File: config.mk
export PLATFORM = sky130hd
export DESIGN_NAME = tcc_ln_cell
export DESIGN_NICKNAME = d
export VERILOG_FILES = /design/src/design/tcc_pkg.sv /design/src/design/tcc_ln_cell.sv
export SDC_FILE = /design/constraint.sdc
export NUM_CORES = 2
export LEC_CHECK = 0
export BUFFER_PORTS_ARGS = -buffer_cell sky130_fd_sc_hd__buf_4
export CORE_MARGIN = 1.5
export CORE_UTILIZATION = 40
export DETAILED_ROUTE_END_ITERATION = 8
export GPL_TIMING_DRIVEN = 0
export SLEW_MARGIN = 20
export SYNTH_ARGS = -nofsm -noshare
export SYNTH_HDL_FRONTEND = slang
export SYNTH_SLANG_ARGS = --single-unit
File: constraint.sdc
create_clock -name clk -period 7.3 [get_ports clk]
set_input_delay 0.365 -clock clk [delete_from_list [all_inputs] [get_ports clk]]
set_output_delay 0.365 -clock clk [all_outputs]
set_load 0.02 [all_outputs]
File: src/design/tcc_pkg.sv
// shared constants, codes and helper functions for the thermistor converter
package tcc_pkg;

	// field and datapath widths
	localparam int ADC_BITS_DEF = 10;
	localparam int NUM_W        = 25;
	localparam int RES_W        = 20;
	localparam int OFS_W        = 16;
	localparam int COEF_W       = 48;
	localparam int PROD_W       = 40;
	localparam int EXP_W        = 6;
	localparam int MANT_W       = 31;
	localparam int FRAC_W       = 24;
	localparam int LOG_W        = EXP_W + FRAC_W;
	localparam int LN_W         = 30;
	localparam int MB_W         = 40;
	localparam int WIDE_W       = 64;
	localparam int DIV_W        = 63;
	localparam int QUO_W        = 40;
	localparam int DIFF_W       = 48;
	localparam int TEMP_W       = 16;

	// apb register map (64-bit registers at 8-byte spacing)
	localparam int CFG_DATA_W = 64;
	localparam int CFG_ADDR_W = 6;
	localparam logic [2:0] REG_COEF_A     = 3'd0;
	localparam logic [2:0] REG_COEF_B     = 3'd1;
	localparam logic [2:0] REG_COEF_C     = 3'd2;
	localparam logic [2:0] REG_COEF_D     = 3'd3;
	localparam logic [2:0] REG_SERIES     = 3'd4;
	localparam logic [2:0] REG_REFERENCE  = 3'd5;
	localparam logic [2:0] REG_OFFSET     = 3'd6;
	localparam logic [2:0] REG_FULL_SCALE = 3'd7;

	// register reset values
	localparam logic [COEF_W-1:0] COEF_A_RST = 48'd3687779592;
	localparam logic [COEF_W-1:0] COEF_B_RST = 48'd282503568;
	localparam logic [COEF_W-1:0] COEF_C_RST = 48'd2887659;
	localparam logic [COEF_W-1:0] COEF_D_RST = 48'd74248;
	localparam logic [RES_W-1:0]  SERIES_RST = 20'd4700;
	localparam logic [RES_W-1:0]  REF_RST    = 20'd5000;
	localparam logic [OFS_W-1:0]  OFFSET_RST = 16'd864;
	localparam logic [RES_W-1:0]  FS_RST     = 20'd264371;

	// arithmetic constants
	localparam logic [31:0]        LN2_Q32    = 32'd2977044472;
	localparam logic [DIFF_W-1:0]  ZERO_C_Q16 = 48'd1790115840;
	localparam logic [DIFF_W-1:0]  CENTI      = 48'd100;
	localparam logic [WIDE_W-1:0]  KSAT_POLY  = 64'd65536;
	localparam logic [DIV_W-1:0]   DIV_INIT   = 63'd1 << (56 - QUO_W);

	// result status codes
	localparam logic [1:0] ST_OK   = 2'd0;
	localparam logic [1:0] ST_LOW  = 2'd1;
	localparam logic [1:0] ST_HIGH = 2'd2;
	localparam logic [1:0] ST_KSAT = 2'd3;

	// pipeline geometry
	localparam int LN_STEPS  = FRAC_W;
	localparam int DIV_STEPS = QUO_W;
	localparam int MUL_LAT   = 4;
	localparam int S_CELL_IN = 5;
	localparam int S_LN_OUT  = S_CELL_IN + LN_STEPS;
	localparam int S_LN      = S_LN_OUT + 1;
	localparam int S_L       = S_LN + 1;
	localparam int S_MUL_OUT = S_L + 3 * MUL_LAT;
	localparam int S_SUM     = S_MUL_OUT + 1;
	localparam int S_POLY    = S_SUM + 1;
	localparam int S_DIVIN   = S_POLY + 1;
	localparam int S_DIVOUT  = S_DIVIN + DIV_STEPS;
	localparam int S_DIFF    = S_DIVOUT + 1;
	localparam int S_OUT     = S_DIFF + 1;

	// position of the highest set bit
	function automatic logic [EXP_W-1:0] lead_one(input logic [PROD_W-1:0] v);
		logic [EXP_W-1:0] e;
		e = '0;
		for (int i = 0; i < PROD_W; i++) begin
			if (v[i]) begin
				e = EXP_W'(i);
			end
		end
		return e;
	endfunction

	// scale a value into q.30 in [1,2) given its leading one position
	function automatic logic [MANT_W-1:0] norm_q30(input logic [PROD_W-1:0] v,
		input logic [EXP_W-1:0] e);
		logic [PROD_W-1:0] sh;
		if (e <= EXP_W'(30)) begin
			sh = v << (EXP_W'(30) - e);
		end else begin
			sh = v >> (e - EXP_W'(30));
		end
		return sh[MANT_W-1:0];
	endfunction

endpackage

File: src/design/tcc_ln_cell.sv
// one log2 fraction cell: squares the mantissa and emits one fraction bit
module tcc_ln_cell (
	input  logic                        clk,
	input  logic [tcc_pkg::MANT_W-1:0]  m_in,
	input  logic [tcc_pkg::FRAC_W-1:0]  frac_in,
	output logic [tcc_pkg::MANT_W-1:0]  m_out,
	output logic [tcc_pkg::FRAC_W-1:0]  frac_out
);

	logic [2*tcc_pkg::MANT_W-1:0] sq;
	logic                         bit_one;
	logic [tcc_pkg::MANT_W-1:0]   m_next;
	logic [tcc_pkg::MANT_W-1:0]   m_s1;
	logic [tcc_pkg::FRAC_W-1:0]   frac_s1;

	// square in q.30, renormalize when it reaches two
	always_comb begin
		sq      = {{tcc_pkg::MANT_W{1'b0}}, m_in} * {{tcc_pkg::MANT_W{1'b0}}, m_in};
		bit_one = sq[2*tcc_pkg::MANT_W-1];
		if (bit_one) begin
			m_next = sq[2*tcc_pkg::MANT_W-1:tcc_pkg::MANT_W];
		end else begin
			m_next = sq[2*tcc_pkg::MANT_W-2:tcc_pkg::MANT_W-1];
		end
	end

	// hand the mantissa and fraction bits to the next cell
	always_ff @(posedge clk) begin
		m_s1    <= m_next;
		frac_s1 <= {frac_in[tcc_pkg::FRAC_W-2:0], bit_one};
	end

	assign m_out    = m_s1;
	assign frac_out = frac_s1;

endmodule

# --- Yosys cells after proc, flatten, opt, wreduce, memory -nomap -nowiden ---
# Index checks and enable logic that the tools add are counted.
op_classes:
  multipliers: 1
  n_mux: 1
op_table:
  columns: ["operator", "n"]
  rows:
  - ["31-bit by 31-bit multiplier with 62-bit output", 1]
  - ["30-bit two-way mux", 1]
totals:
  register_bits: 55
  input_bits: 56
  out_inout_bits: 55
  word_cells: 5

# --- Longest topological paths before layout ---
depth:
  ltp_word: 2
  ltp_mapped: 32
  mapped_depth_nobuf: 26

# --- Worst setup path after synthesis ---
# OpenSTA, ideal clock, no wires.
synth_path:
  kind: "input to register"
  startpoint: "in m_in[25] in the netlist's numbering"
  endpoint: "reg m_s1, in the netlist m_out[22]"
  setup_ps: 121
  arrival_time_ps: 7855
  required_ps: 7179
  slack_ps: -676
  path_stages: 30
  n_path_buf: 6
  cell_sequence: "clkbuf_1 -> clkbuf_1 -> nand2_1 -> fa_1 -> fa_1 -> inv_1 -> fa_1 -> inv_1 -> fa_1 -> inv_1 -> fa_1 -> fa_1 -> fa_1 -> inv_1 -> fa_1 -> inv_1 -> ha_1 -> buf_2 -> nand4_1 -> nor4_4 -> nand3_1 -> a211oi_2 -> nor3_1 -> or4_4 -> and3_1 -> buf_6 -> nor2_4 -> buf_6 -> buf_12 -> mux2_4"
synth_via:
  elab_chain_len: 2
synth_lines:
  columns: ["element", "line_no", "rtl"]
  rows:
  - ["from (decl)", "tcc_ln_cell.sv:4", "input logic [tcc_pkg::MANT_W-1:0] m_in,"]
  - ["31-bit by 31-bit multiplier with 62-bit output", "tcc_ln_cell.sv:18", "sq = {{tcc_pkg::MANT_W{1'b0}}, m_in} * {{tcc_pkg::MANT_W{1'b0}}, m_in};"]
  - ["named net sq, one bit", "tcc_ln_cell.sv:10", "logic [2*tcc_pkg::MANT_W-1:0] sq;"]
  - ["30-bit two-way mux", "tcc_ln_cell.sv:20", "if (bit_one) begin"]
  - ["named net m_next, one bit", "tcc_ln_cell.sv:12", "logic [tcc_pkg::MANT_W-1:0] m_next;"]
  - ["to (signal assigned)", "tcc_ln_cell.sv:29", "m_s1 <= m_next;"]
  - ["to (decl)", "tcc_ln_cell.sv:13", "logic [tcc_pkg::MANT_W-1:0] m_s1;"]
# The timed path passes the listed nets, and every way through them passes these cells.
# A chain may end at the register's enable or synchronous reset.

# --- Worst setup path in the final report ---
layout_path:
  startpoint: "in m_in[7] in the netlist's numbering"
  endpoint: "reg m_s1, in the netlist m_out[22]"
# Same word-level chain as after synthesis.

==> metrics.cfg <==
[route]
routed_via_density = 5.002
wire_per_inst_um = 21.41
vias = 21149
routed_wl_um = 90540
dr.first_iter.drc_count = 1517
drt_pass1_iterations = 5
drc_errors = 0
ant_nets = 0

[setup_path]
cp-start-kind = input pin
worst-path-buf-inv = 9
slowest_delay_ps = 580
worstPathMaxFanout = 7
setup.worst_path.class = input pin to flip-flop
cp_slowest_cell = fa_1
worstPathArrival_ps = 7990
timing.critical_path.mode_cell = fa_1
required_ps = 7480
critPathTopFamily = adder cells
crit_path_end_kind = flip-flop

[placement]
placed_cell_area_um2 = 30870
pre_cts_slack_ps = -2446
placed_cells = 4070
io_buffers = 102
hpwl_um = 73390
gp_congestion = 0.9825

[synth]
yosysMostFrequentCell = inv_1
synthXorXnorAreaFrac_pct = 1.626
synth.area.top_cells = fa_1 52%, inv_1 12%, ha_1 12%, and2_1 4.2%, nand2_1 4.0%
synth_top_family_by_area = adder cells
yosysWarnings = 0
synthArstFlopShare_pct = 0
synth_common_cells = 919 x inv_1, 747 x fa_1, 301 x nand2_1, 269 x ha_1, 190 x and2_1
synth_compound_area_share_pct = 4.553
synth_mux_area_share_pct = 1.157
synth_simple_gate_area_share_pct = 10.88
synthCells = 3027
syn-cell-area_um2 = 28550
syn_area_per_cell_um2 = 9.433
synth_edf_count = 0
synthFlopType = dfxtp_1
yosysSeqAreaShare_pct = 3.856
syn_nets = 4099
yosysTopAreaCell = fa_1
synthAdderAreaFrac_pct = 64.16
netlist.area_leader.share_pct = 52.37
ys_ff_latch = 55
synthDistinctLibCells = 70

[sta]
hold_ws_ps = 170.3
rsz0062_at_grt = yes
fmax_mhz = 128.0
final.period_utilization_pct = 107.0
hold_viol_final = 0
worst_slack_ps = -509.6
tightest_slew_ps = 641.8
fin_crit_ps = 7810
relSlewSlack_pct = 57.22
setup_viol = 32
drv_slew = 0

[finish]
fin_area_um2 = 34420
syn_to_final_growth_pct = 20.56
nFillCells = 6679
finalNetCount = 4357
final_cell_count_no_fill = 4228
drive_above_1_share_pct = 17.65

[grt]
grt_pass1_wl_um = 137400
grt_use_total_pct = 25.37
antenna_found_initial = 3
grt_max_degree = 18
grt_pass1_vias = 22764
grt-ovfl-total = 0

[clock_network]
clk_pin_slew_ps = 70
cts_made_buffers = 5
cts_tree = built
clock_path_buffers = 2
clkSinkCount = 55
htreeDepth = 2
root_buffer = clkbuf_16
ctsHoldBuffers = 0

[die]
initial_utilization_pct = 40.56
design.core.area_um2 = 70390
die_height_um = 270.2
placementRows = 97
die-area_um2 = 73000
num_io_pins = 111
die_w_um = 270.2

[run]
drv_cap = 0

[status]
status = complete, but fails checks
violations = negative setup slack

[worst_hold_path]
hold_class = input pin to flip-flop

## cell families after synthesis
group / Yosys count
buf+inv: 1032
simple gates: 642
compound gates: 199
xor+xnor: 53
fa+ha+maj: 1016
mux: 30
flops: 55
## what timing repair did
item | CTS | global route
pin swaps | 75 | 87
cloned | 4 | 0
gates resized for setup | 355 | 131
setup endpoints to repair | 32 | 32
buffers inserted | 96 | 54
## state kept, by name (all words and copies together) (netlist names)
register and flops:
frac_out 24, m_out 31
## placed cells by master (no fill, tap or decap), types with 16 or more instances in the layout
master and count:
a21o_1 28, a21oi_1 58, and2_1 171, and2_4 18
buf_12 22, buf_4 218, buf_6 25, clkbuf_16 54
dfxtp_1 55, fa_1 709, fa_2 38, ha_1 249
ha_4 18, inv_1 895, inv_2 19, mux2_4 20
nand2_1 267, nand2_2 27, nand4_1 16, nor2_1 51
o21ai_0 30, xnor2_1 31, xor2_1 21
## routing by layer
layer	routed length [um]	vias to the layer above	global-route usage, %
met5	13	-	0
met4	4729	2	10.42
met3	7495	179	4.872
met2	42920	815	41.69
met1	35380	10848	32.87
li1	-	9305	-
## final timing paths
kind | endpoint | depth (start not counted) | startpoint | slack [ps]
max | m_out[22] | 28 | m_in[7] | -510
min | frac_out[3] | 1 | frac_in[2] | 170
## layout make-up
type / count / area, um^2 / area share, %
Antenna cell: 2 / 5.005 / 0.01454
Buffer: 106 / 1803 / 5.238
Clock buffer: 5 / 125.1 / 0.3635
Clock inverter: 3 / 43.79 / 0.1272
Inverter: 920 / 3477 / 10.10
Multi-Input combinational cell: 1940 / 24350 / 70.74
Sequential cell: 55 / 1101 / 3.199
Tap cell: 940 / 1176 / 3.417
Timing Repair Buffer: 257 / 2340 / 6.797
## per-stage QoR
stage	util (%)	TNS [ps]
3_5_place_dp	43.85	-71560
2_1_floorplan	-	-8035
5_1_grt	48.89	-17840
6_report	48.90	-13530
3_3_place_gp	43.83	-71440
4_1_cts	47.81	-12400
Power is not shown: default switching activity piles up to over one toggle a cycle in this logic, so the estimate is an artifact.
