==> config.mk <==
export PLATFORM = sky130hd
export DESIGN_NAME = tcc_div_cell
export DESIGN_NICKNAME = d
export VERILOG_FILES = /design/src/design/tcc_pkg.sv /design/src/design/tcc_div_cell.sv
export SDC_FILE = /design/constraint.sdc
export NUM_CORES = 1
export LEC_CHECK = 0
export BUFFER_PORTS_ARGS = -buffer_cell sky130_fd_sc_hd__buf_2
export CORE_UTILIZATION = 35
export CTS_CLUSTER_DIAMETER = 40
export DETAILED_ROUTE_END_ITERATION = 10
export GPL_ROUTABILITY_DRIVEN = 0
export PLACE_DENSITY_LB_ADDON = 0.15
export SYNTH_ARGS = -nofsm -noshare
export SYNTH_HDL_FRONTEND = slang
export SYNTH_SLANG_ARGS = --single-unit
==> constraint.sdc <==
create_clock -name clk -period 3.45 [get_ports clk]
set_input_delay 0.5175 -clock clk [delete_from_list [all_inputs] [get_ports clk]]
set_output_delay 0.5175 -clock clk [all_outputs]
set_load 0.01 [all_outputs]
==> src/design/tcc_pkg.sv <==
// shared constants, codes and helper functions for the thermistor converter
package tcc_pkg;

	// field and datapath widths
	localparam int ADC_BITS_DEF = 10;
	localparam int NUM_W        = 25;
	localparam int RES_W        = 20;
	localparam int OFS_W        = 16;
	localparam int COEF_W       = 48;
	localparam int PROD_W       = 40;
	localparam int EXP_W        = 6;
	localparam int MANT_W       = 31;
	localparam int FRAC_W       = 24;
	localparam int LOG_W        = EXP_W + FRAC_W;
	localparam int LN_W         = 30;
	localparam int MB_W         = 40;
	localparam int WIDE_W       = 64;
	localparam int DIV_W        = 63;
	localparam int QUO_W        = 40;
	localparam int DIFF_W       = 48;
	localparam int TEMP_W       = 16;

	// apb register map (64-bit registers at 8-byte spacing)
	localparam int CFG_DATA_W = 64;
	localparam int CFG_ADDR_W = 6;
	localparam logic [2:0] REG_COEF_A     = 3'd0;
	localparam logic [2:0] REG_COEF_B     = 3'd1;
	localparam logic [2:0] REG_COEF_C     = 3'd2;
	localparam logic [2:0] REG_COEF_D     = 3'd3;
	localparam logic [2:0] REG_SERIES     = 3'd4;
	localparam logic [2:0] REG_REFERENCE  = 3'd5;
	localparam logic [2:0] REG_OFFSET     = 3'd6;
	localparam logic [2:0] REG_FULL_SCALE = 3'd7;

	// register reset values
	localparam logic [COEF_W-1:0] COEF_A_RST = 48'd3687779592;
	localparam logic [COEF_W-1:0] COEF_B_RST = 48'd282503568;
	localparam logic [COEF_W-1:0] COEF_C_RST = 48'd2887659;
	localparam logic [COEF_W-1:0] COEF_D_RST = 48'd74248;
	localparam logic [RES_W-1:0]  SERIES_RST = 20'd4700;
	localparam logic [RES_W-1:0]  REF_RST    = 20'd5000;
	localparam logic [OFS_W-1:0]  OFFSET_RST = 16'd864;
	localparam logic [RES_W-1:0]  FS_RST     = 20'd264371;

	// arithmetic constants
	localparam logic [31:0]        LN2_Q32    = 32'd2977044472;
	localparam logic [DIFF_W-1:0]  ZERO_C_Q16 = 48'd1790115840;
	localparam logic [DIFF_W-1:0]  CENTI      = 48'd100;
	localparam logic [WIDE_W-1:0]  KSAT_POLY  = 64'd65536;
	localparam logic [DIV_W-1:0]   DIV_INIT   = 63'd1 << (56 - QUO_W);

	// result status codes
	localparam logic [1:0] ST_OK   = 2'd0;
	localparam logic [1:0] ST_LOW  = 2'd1;
	localparam logic [1:0] ST_HIGH = 2'd2;
	localparam logic [1:0] ST_KSAT = 2'd3;

	// pipeline geometry
	localparam int LN_STEPS  = FRAC_W;
	localparam int DIV_STEPS = QUO_W;
	localparam int MUL_LAT   = 4;
	localparam int S_CELL_IN = 5;
	localparam int S_LN_OUT  = S_CELL_IN + LN_STEPS;
	localparam int S_LN      = S_LN_OUT + 1;
	localparam int S_L       = S_LN + 1;
	localparam int S_MUL_OUT = S_L + 3 * MUL_LAT;
	localparam int S_SUM     = S_MUL_OUT + 1;
	localparam int S_POLY    = S_SUM + 1;
	localparam int S_DIVIN   = S_POLY + 1;
	localparam int S_DIVOUT  = S_DIVIN + DIV_STEPS;
	localparam int S_DIFF    = S_DIVOUT + 1;
	localparam int S_OUT     = S_DIFF + 1;

	// position of the highest set bit
	function automatic logic [EXP_W-1:0] lead_one(input logic [PROD_W-1:0] v);
		logic [EXP_W-1:0] e;
		e = '0;
		for (int i = 0; i < PROD_W; i++) begin
			if (v[i]) begin
				e = EXP_W'(i);
			end
		end
		return e;
	endfunction

	// scale a value into q.30 in [1,2) given its leading one position
	function automatic logic [MANT_W-1:0] norm_q30(input logic [PROD_W-1:0] v,
		input logic [EXP_W-1:0] e);
		logic [PROD_W-1:0] sh;
		if (e <= EXP_W'(30)) begin
			sh = v << (EXP_W'(30) - e);
		end else begin
			sh = v >> (e - EXP_W'(30));
		end
		return sh[MANT_W-1:0];
	endfunction

endpackage

==> src/design/tcc_div_cell.sv <==
// one restoring divider cell: one quotient bit per cell
module tcc_div_cell (
	input  logic                       clk,
	input  logic [tcc_pkg::DIV_W-1:0]  rem_in,
	input  logic [tcc_pkg::QUO_W-1:0]  quo_in,
	input  logic [tcc_pkg::DIV_W-1:0]  dvs_in,
	output logic [tcc_pkg::DIV_W-1:0]  rem_out,
	output logic [tcc_pkg::QUO_W-1:0]  quo_out,
	output logic [tcc_pkg::DIV_W-1:0]  dvs_out
);

	logic [tcc_pkg::DIV_W:0]   r2;
	logic [tcc_pkg::DIV_W:0]   rn;
	logic                      ge;
	logic [tcc_pkg::DIV_W-1:0] rem_s1;
	logic [tcc_pkg::QUO_W-1:0] quo_s1;
	logic [tcc_pkg::DIV_W-1:0] dvs_s1;

	// shift in a zero dividend bit, subtract when it fits
	always_comb begin
		r2 = {rem_in, 1'b0};
		ge = r2 >= {1'b0, dvs_in};
		rn = ge ? (r2 - {1'b0, dvs_in}) : r2;
	end

	always_ff @(posedge clk) begin
		rem_s1 <= rn[tcc_pkg::DIV_W-1:0];
		quo_s1 <= {quo_in[tcc_pkg::QUO_W-2:0], ge};
		dvs_s1 <= dvs_in;
	end

	assign rem_out = rem_s1;
	assign quo_out = quo_s1;
	assign dvs_out = dvs_s1;

endmodule

* Word level (Yosys, flattened, before mapping)
Index checks and enable logic that the tools add are counted.
Cells by class: $add $sub $neg 1, multipliers 0, divide/modulo/power cells 0, order comparisons 1, equality and inequality tests 0, shift-type cells 0, mux-type cells 1, bitwise logic cells 0, reductions and logical operators 0
Operators by type and width (number):
- 64-bit by 63-bit greater-or-equal comparator with 1-bit output | 1
- 63-bit two-way mux | 1
- 63-bit subtractor | 1
Storage, ports and cells: register bits 166, bits in latches 0, memory bits (writable) 0, bits in read-only memories 0, output and inout port bits 166, memories kept 0

* Logic depth before layout (Yosys ltp)
Gate-level depths: netlist (run 1).
depth after elaboration 2, depth in mapped cells 13

* Worst setup path after synthesis (run 1)
OpenSTA, ideal clock, no wires.
path type input-to-reg, start in dvs_in[0] (netlist bit), end reg rem_s1, in the netlist rem_out[11], data arrival time 2.840 ns, data required time 3.327 ns, path slack 0.486 ns, cell stages on the path 10, cell sequence inv_1 > fa_1 > a211oi_2 > o21bai_2 > o2111ai_2 > a31oi_2 > a2111oi_4 > o21ai_4 > buf_2 > mux2_1
On the way: cells in the longest elaborated chain, start to end 2
Ends and longest elaborated chain:
- start: declaration | RTL line tcc_div_cell.sv:6 | input logic [tcc_pkg::DIV_W-1:0] dvs_in,
- 63-bit subtractor / 64-bit by 63-bit greater-or-equal comparator with 1-bit output (equally long branches) | RTL line tcc_div_cell.sv:23, tcc_div_cell.sv:22
- 63-bit two-way mux * | RTL line tcc_div_cell.sv:23 | rn = ge ? (r2 - {1'b0, dvs_in}) : r2;
- net rn, one bit | RTL line tcc_div_cell.sv:13 | logic [tcc_pkg::DIV_W:0] rn;
- end signal: assignment | RTL line tcc_div_cell.sv:27 | rem_s1 <= rn[tcc_pkg::DIV_W-1:0];
- end: declaration | RTL line tcc_div_cell.sv:15 | logic [tcc_pkg::DIV_W-1:0] rem_s1;
Mark *: on every way through the listed nets, which the timed path passes. The rest lies on a longest branch. A chain may end at the register's enable or synchronous reset.

* Worst setup path after layout (run 1)
start in dvs_in[0] (netlist bit), end reg rem_s1, in the netlist rem_out[58]
The elaborated chain is that of the path after synthesis.

==> results of run 1 <==
[metrics by stage]
step | TNS (ns) | util, % | instances | power (mW)
final | 0 | 47.9 | 1657 | 5.67
after global routing | 0 | 47.9 | 1656 | 5.98
after CTS | 0 | 47.9 | 1655 | 5.73
after detailed placement | -0.0509 | 45.4 | 1623 | 3.79
after global placement | 0 | 45.4 | 1623 | 3.79
after floorplan | 0 | - | 961 | 3.16
[worst paths after layout]
path,start,end,slack (ns)
hold / removal,quo_in[35],quo_out[36],0.18
setup / recovery,dvs_in[0],rem_out[58],0.44
[layout make-up]
class	count	share of cell area (%)
multi-input cells	673	40.3
flip-flops and latches	166	29.5
repair buffers	390	18.9
clock buffers	19	3.94
well taps	319	3.55
inverters	75	2.50
clock inverters	13	1.18
diodes	2	0.0445
[registers in the layout, summed over array words and instances (netlist names)]
signal,cells
dvs_out,63
rem_out,63
quo_out,40
[power groups by stage]
stage / sequential, mW / clock, mW / combinational (mW)
after global placement: 2.24 / 0 / 1.55
after CTS: 2.20 / 1.98 / 1.56
after floorplan: 2.36 / 0 / 0.801
final: 2.19 / 1.93 / 1.55
after detailed placement: 2.24 / 0 / 1.55
after global routing: 2.22 / 2.05 / 1.71
[layout by cell type, fill, tap and decap left out, types with 3 or more instances in the layout]
cell        instances
a311oi_1            4
xnor2_1            27
nor2b_1            11
clkbuf_16          17
a211oi_1            4
nor2_1             95
and3_1              6
o211ai_1            8
nor4_1              5
o2111ai_1           4
a31oi_1             7
a21boi_0            7
a21o_1             34
o21ai_0            37
and2_1              6
nor3_1             11
o21bai_1           12
nand2b_1            9
o21a_1              6
or3_1               5
xor2_1             26
o31ai_1             5
inv_6               5
buf_4              57
o21ai_1             5
buf_2             331
clkinvlp_4          3
inv_1              75
nand2_1            57
mux2_1             10
dfxtp_1           166
a21oi_1           115
nand4_1            22
a221oi_1            3
nand3b_1            6
nand3_1            16
ha_1               63
[kinds of logic (layout without fill, tap and decap cells)]
kind of cell / Yosys count / in the layout / synth area share (%)
compound gates: 286 / 286 / 22.9
xor+xnor: 53 / 53 / 5.54
fa+ha+maj: 64 / 64 / 9.65
buf+inv: 122 / 497 / 6.17
flops: 166 / 166 / 39.7
mux: 13 / 13 / 1.72
other cells: 0 / 2 / 0
simple gates: 257 / 257 / 14.4
[worst max-delay path, cell delays in order]
cell,delay [ns]
buf_2,0.12
inv_1,0.07
fa_1,0.46
a211oi_2,0.26
o21bai_2,0.11
buf_4,0.15
o2111ai_1,0.18
nand3_1,0.22
o2111ai_1,0.24
buf_4,0.15
a21oi_1,0.10
o211ai_1,0.24
buf_4,0.18
nand3b_1,0.08
a31o_1,0.24
[layer usage]
metal | share of wire [%] | track usage, %
met5 | 0.080 | 0
met4 | 1.3 | 6.30
met3 | 7.1 | 4.98
met2 | 46 | 34.0
met1 | 45 | 25.0
==> results by group, run 1 <==
Routing
  • Number of routed nets with antenna violations: 0
  • Vias: 7971
  • Pre-antenna DRT Iters: 5
  • Routed WL per cell: 15.0 µm
  • Detailed router's first-iteration violation count: 352
  • Final WL: 24900 µm
  • Residual DRC: 0
  • Via-to-Cell Ratio: 4.81

Pwr
  • Seq pwr share: 38.7%
  • Power Dens Cells: 504 mW/mm²
  • Static leakage: 5.54 nW
  • Internal: 3.85 mW
  • Worst ir drop on vdd: 271 µV
  • Comb pwr share: 27.3%
  • Sw Share: 32.0%
  • Clk pwr share: 34.0%
  • Sw Pwr: 1.81 mW

Min path
  • WHS Path Cells: 1
  • HP Class: in2reg

Layout
  • Synth-to-Final Area Change: 34.2%
  • Reg area: 0.00332 mm²
  • FILL cells: 2371
  • Share of post-route cells with drive strength above 1: 33.1%
  • Multi-input logic area: 0.00454 mm²
  • Nets: 1554
  • Fin area: 0.0112 mm²

STA
  • Worst Tran Pin Value: 0.654 ns
  • Tcrit/Tclk final: 87.2%
  • Fin Hold WS: 0.177 ns
  • Slew headroom: 56.1%
  • Max Transition Viols Final: 0
  • Setup slack after layout: 0.441 ns
  • Final hold violations: 0
  • RSZ-0062 raised after global routing: no
  • Fmax: 0.332 GHz
  • Post-layout min period: 3.01 ns
  • Final setup violation count: 0

Yosys
  • Net Count, Synth: 1192
  • Sequential area share after synthesis: 39.7%
  • Yosys top cell area share: 39.7%
  • Yosys top cell by area: dfxtp_1
  • Cell Area, Synth: 0.00838 mm²
  • Ys async rst share: 0%
  • Synth unique cells: 73
  • Avg Cell Area, Syn: 8.72 µm²
  • Yosys warnings: 0
  • Top-count cell post-synth: dfxtp_1
  • Synth area leaders: dfxtp_1 40%, ha_1 9.4%, a21oi_1 6.9%
  • Syn Inst Count: 961
  • FF+latch count, synth: 166
  • Top cells by count, synth: 166 x dfxtp_1, 115 x a21oi_1, 95 x nor2_1
  • Number of synthesized flops with an enable pin: 0
  • Primary FF master, synth: dfxtp_1

Job
  • Max-cap check violation count: 0

GRT
  • GR Overflow Total: 0
  • Largest net degree at the start of global routing: 47
  • GRT Total Usage: 20.1%
  • Number of global-route vias before repair: 7598
  • Initial antenna violation count: 4
  • Global-route wire length before repair: 38200 µm

Clock network
  • # Post-CTS Setup Buffers: 0
  • Hold-fix buffers, CTS: 0
  • Total clock sinks: 166
  • Longest Clk Path Bufs: 2
  • CTS root buffer: clkbuf_16
  • Post-cts gate resize count: 0
  • CTS Buf Count: 17
  • Clock slew at reported path FFs: 0.07 ns
  • H-Tree Level Count: 4
  • CTS tree: done

Outcome
  • Run status: completed

Setup path
  • Arrival @ worst endpoint: 3.34 ns
  • Startpoint types: input pin
  • Worst path required time: 3.78 ns
  • WS Path Type: in2reg
  • Crit. End Element: flip-flop
  • CP max FO: 4

Die
  • Die ar.: 0.0246 mm²
  • CORE AREA: 0.0235 mm²
  • Io pins: 333
  • Initial Utilization: 35.7%
  • Die Wd: 157 µm
  • Die Ht: 157 µm
  • Std-Cell Rows: 56

Placed design
  • IO Port Bufs: 331
  • Worst slack at placement: -0.0204 ns
  • Cell Area, Placed: 0.0107 mm²
  • HPWL Detailed: 20200 µm
Note: power is estimated with default switching activity, not from simulation.
==> inputs of run 2 (changes only) <==
--- a/config.mk
+++ b/config.mk
@@ -7,6 +7,7 @@
 export LEC_CHECK = 0
 export BUFFER_PORTS_ARGS = -buffer_cell sky130_fd_sc_hd__buf_2
 export CORE_UTILIZATION = 35
+export CTS_BUF_LIST = sky130_fd_sc_hd__clkbuf_8 sky130_fd_sc_hd__clkbuf_16
 export CTS_CLUSTER_DIAMETER = 40
 export DETAILED_ROUTE_END_ITERATION = 10
 export GPL_ROUTABILITY_DRIVEN = 0
==> run 2 against run 1 <==
- wire length is essentially flat
- fmax is essentially flat
- via count is essentially flat
- worst setup slack lost 0.0017 ns
- worst hold slack gained 0.0020 ns
- design area is the same
- sequential power is essentially flat
- first-iteration DRC count grew 1.7%
- critical path depth is the same
- sequential share of layout area is the same
- critical path type unchanged
==> results by group, run 2 (synthesis results as in run 1) <==
Outcome
  • Run status: completed

Die
  • Die ar.: 0.0246 mm² (unchanged)
  • Die Wd: 157 µm (unchanged)
  • Die Ht: 157 µm (unchanged)
  • Io pins: 333 (unchanged)
  • Std-Cell Rows: 56 (unchanged)
  • CORE AREA: 0.0235 mm² (unchanged)
  • Initial Utilization: 35.7% (unchanged)

Routing
  • Number of routed nets with antenna violations: 0 (unchanged)
  • Final WL: 24900 µm (about the same)
  • Detailed router's first-iteration violation count: 358 (+1.7%)
  • Routed WL per cell: 15.0 µm (about the same)
  • Pre-antenna DRT Iters: 5 (unchanged)
  • Residual DRC: 0 (unchanged)
  • Vias: 7969 (-0.025%)
  • Via-to-Cell Ratio: 4.81 (about the same)

Setup path
  • CP max stage delay: 0.46 ns (about the same)
  • Worst path required time: 3.78 ns (about the same)
  • Crit. End Element: flip-flop
  • Crit-path cells: buf_2 > inv_1 > fa_1 > a211oi_2 > o21bai_2 > buf_4 > o2111ai_1 > nand3_1 > o2111ai_1 > buf_4 > a21oi_1 > o211ai_1 > buf_4 > nand3b_1 > a31o_1
  • WS Path Type: in2reg
  • Most used cell, CP: buf_4
  • WP buf/inv: 5 (unchanged)
  • Slowest stage cell, crit path: fa_1
  • Arrival @ worst endpoint: 3.34 ns (about the same)
  • CP startpoint: dvs_in[0]
  • Startpoint types: input pin
  • CP max FO: 4 (unchanged)
  • Cell family with most CP delay: compound AO/OA/AOI/OAI gates

Layout
  • Synth-to-Final Area Change: 34.2% (unchanged)
  • Most frequent cells in the layout: 331 x buf_2, 166 x dfxtp_1, 115 x a21oi_1
  • Share of post-route cells with drive strength above 1: 33.1% (unchanged)
  • Commonest non-fill, non-tap cell in the layout: buf_2
  • Nets: 1554 (unchanged)

Clock network
  • Post-cts gate resize count: 0 (unchanged)
  • Total clock sinks: 166 (unchanged)
  • Clock slew at reported path FFs: 0.07 ns (about the same)
  • Longest Clk Path Bufs: 2 (unchanged)
  • CTS root buffer: clkbuf_16
  • Hold-fix buffers, CTS: 0 (unchanged)
  • CTS Buf Count: 17 (unchanged)
  • # Post-CTS Setup Buffers: 0 (unchanged)
  • H-Tree Level Count: 4 (unchanged)
  • CTS tree: done

STA
  • Max Transition Viols Final: 0 (unchanged)
  • RSZ-0062 raised after global routing: no
  • Slew headroom: 56.1% (unchanged)
  • Post-layout min period: 3.01 ns (+0.00170 ns)
  • Worst Tran Pin Value: 0.654 ns (unchanged)
  • Fmax: 0.332 GHz (about the same)
  • Tcrit/Tclk final: 87.3% (about the same)
  • Setup slack after layout: 0.440 ns (-0.00170 ns)
  • Final setup violation count: 0 (unchanged)
  • Final hold violations: 0 (unchanged)

Placed design
  • HPWL Detailed: 20200 µm (unchanged)
  • Worst slack at placement: -0.0204 ns (unchanged)
  • IO Port Bufs: 331 (unchanged)

Min path
  • HP Class: in2reg
  • Worst Min Path Start: quo_in[35]

Job
  • Max-cap check violation count: 0 (unchanged)

Pwr
  • Total power: 5.67 mW (about the same)
  • Static leakage: 5.55 nW (about the same)
  • Power Dens Cells: 504 mW/mm² (about the same)
  • Worst ir drop on vdd: 272 µV (+0.12%)

GRT
  • GR Overflow Total: 0 (unchanged)
  • Global-route wire length before repair: 38200 µm (unchanged)
  • Initial antenna violation count: 4 (unchanged)
  • Number of global-route vias before repair: 7598 (unchanged)
  • GRT Total Usage: 20.1% (unchanged)
  • Largest net degree at the start of global routing: 47 (unchanged)
==> run 2: cell type report <==
type	instances	area [µm²]
fillers	2371	12200
multi-input cells	673	4540
flip-flops and latches	166	3320
repair buffers	390	2120
clock buffers	18	439
well taps	319	399
inverters	75	282
clock inverters	14	136
diodes	2	5.00
==> run 2: per-stage QoR <==
stage               utilization, %  hold slack (ns)  std cells  instance area [µm²]  setup TNS [ns]
floorplan                        -            0.545        961                 8380               0
global placement              45.4            0.619       1623                10700               0
detailed placement            45.4            0.621       1623                10700         -0.0509
CTS                           47.9            0.169       1655                11200               0
global route                  47.9            0.165       1656                11200               0
finish                        47.9            0.179       1657                11200               0
==> run 2: worst paths after layout <==
path | end | slack, ns | depth (start not counted)
min | quo_out[36] | 0.18 | 1
max | rem_out[58] | 0.44 | 15
==> run 2: per-layer routing <==
layer | track usage (%) | share of wire [%] | up-vias
met2 | 34.0 | 46 | 258
met1 | 25.0 | 45 | 3585
li1 | - | - | 4101
met5 | 0 | 0.080 | -
met3 | 4.98 | 7.0 | 21
met4 | 6.30 | 1.3 | 4
==> run 2: report_power, final <==
part | internal, mW | total, mW | switching, mW
sequential | 2.14 | 2.19 | 0.0525
clock | 1.03 | 1.93 | 0.893
combinational | 0.678 | 1.55 | 0.868
total | 3.85 | 5.67 | 1.81
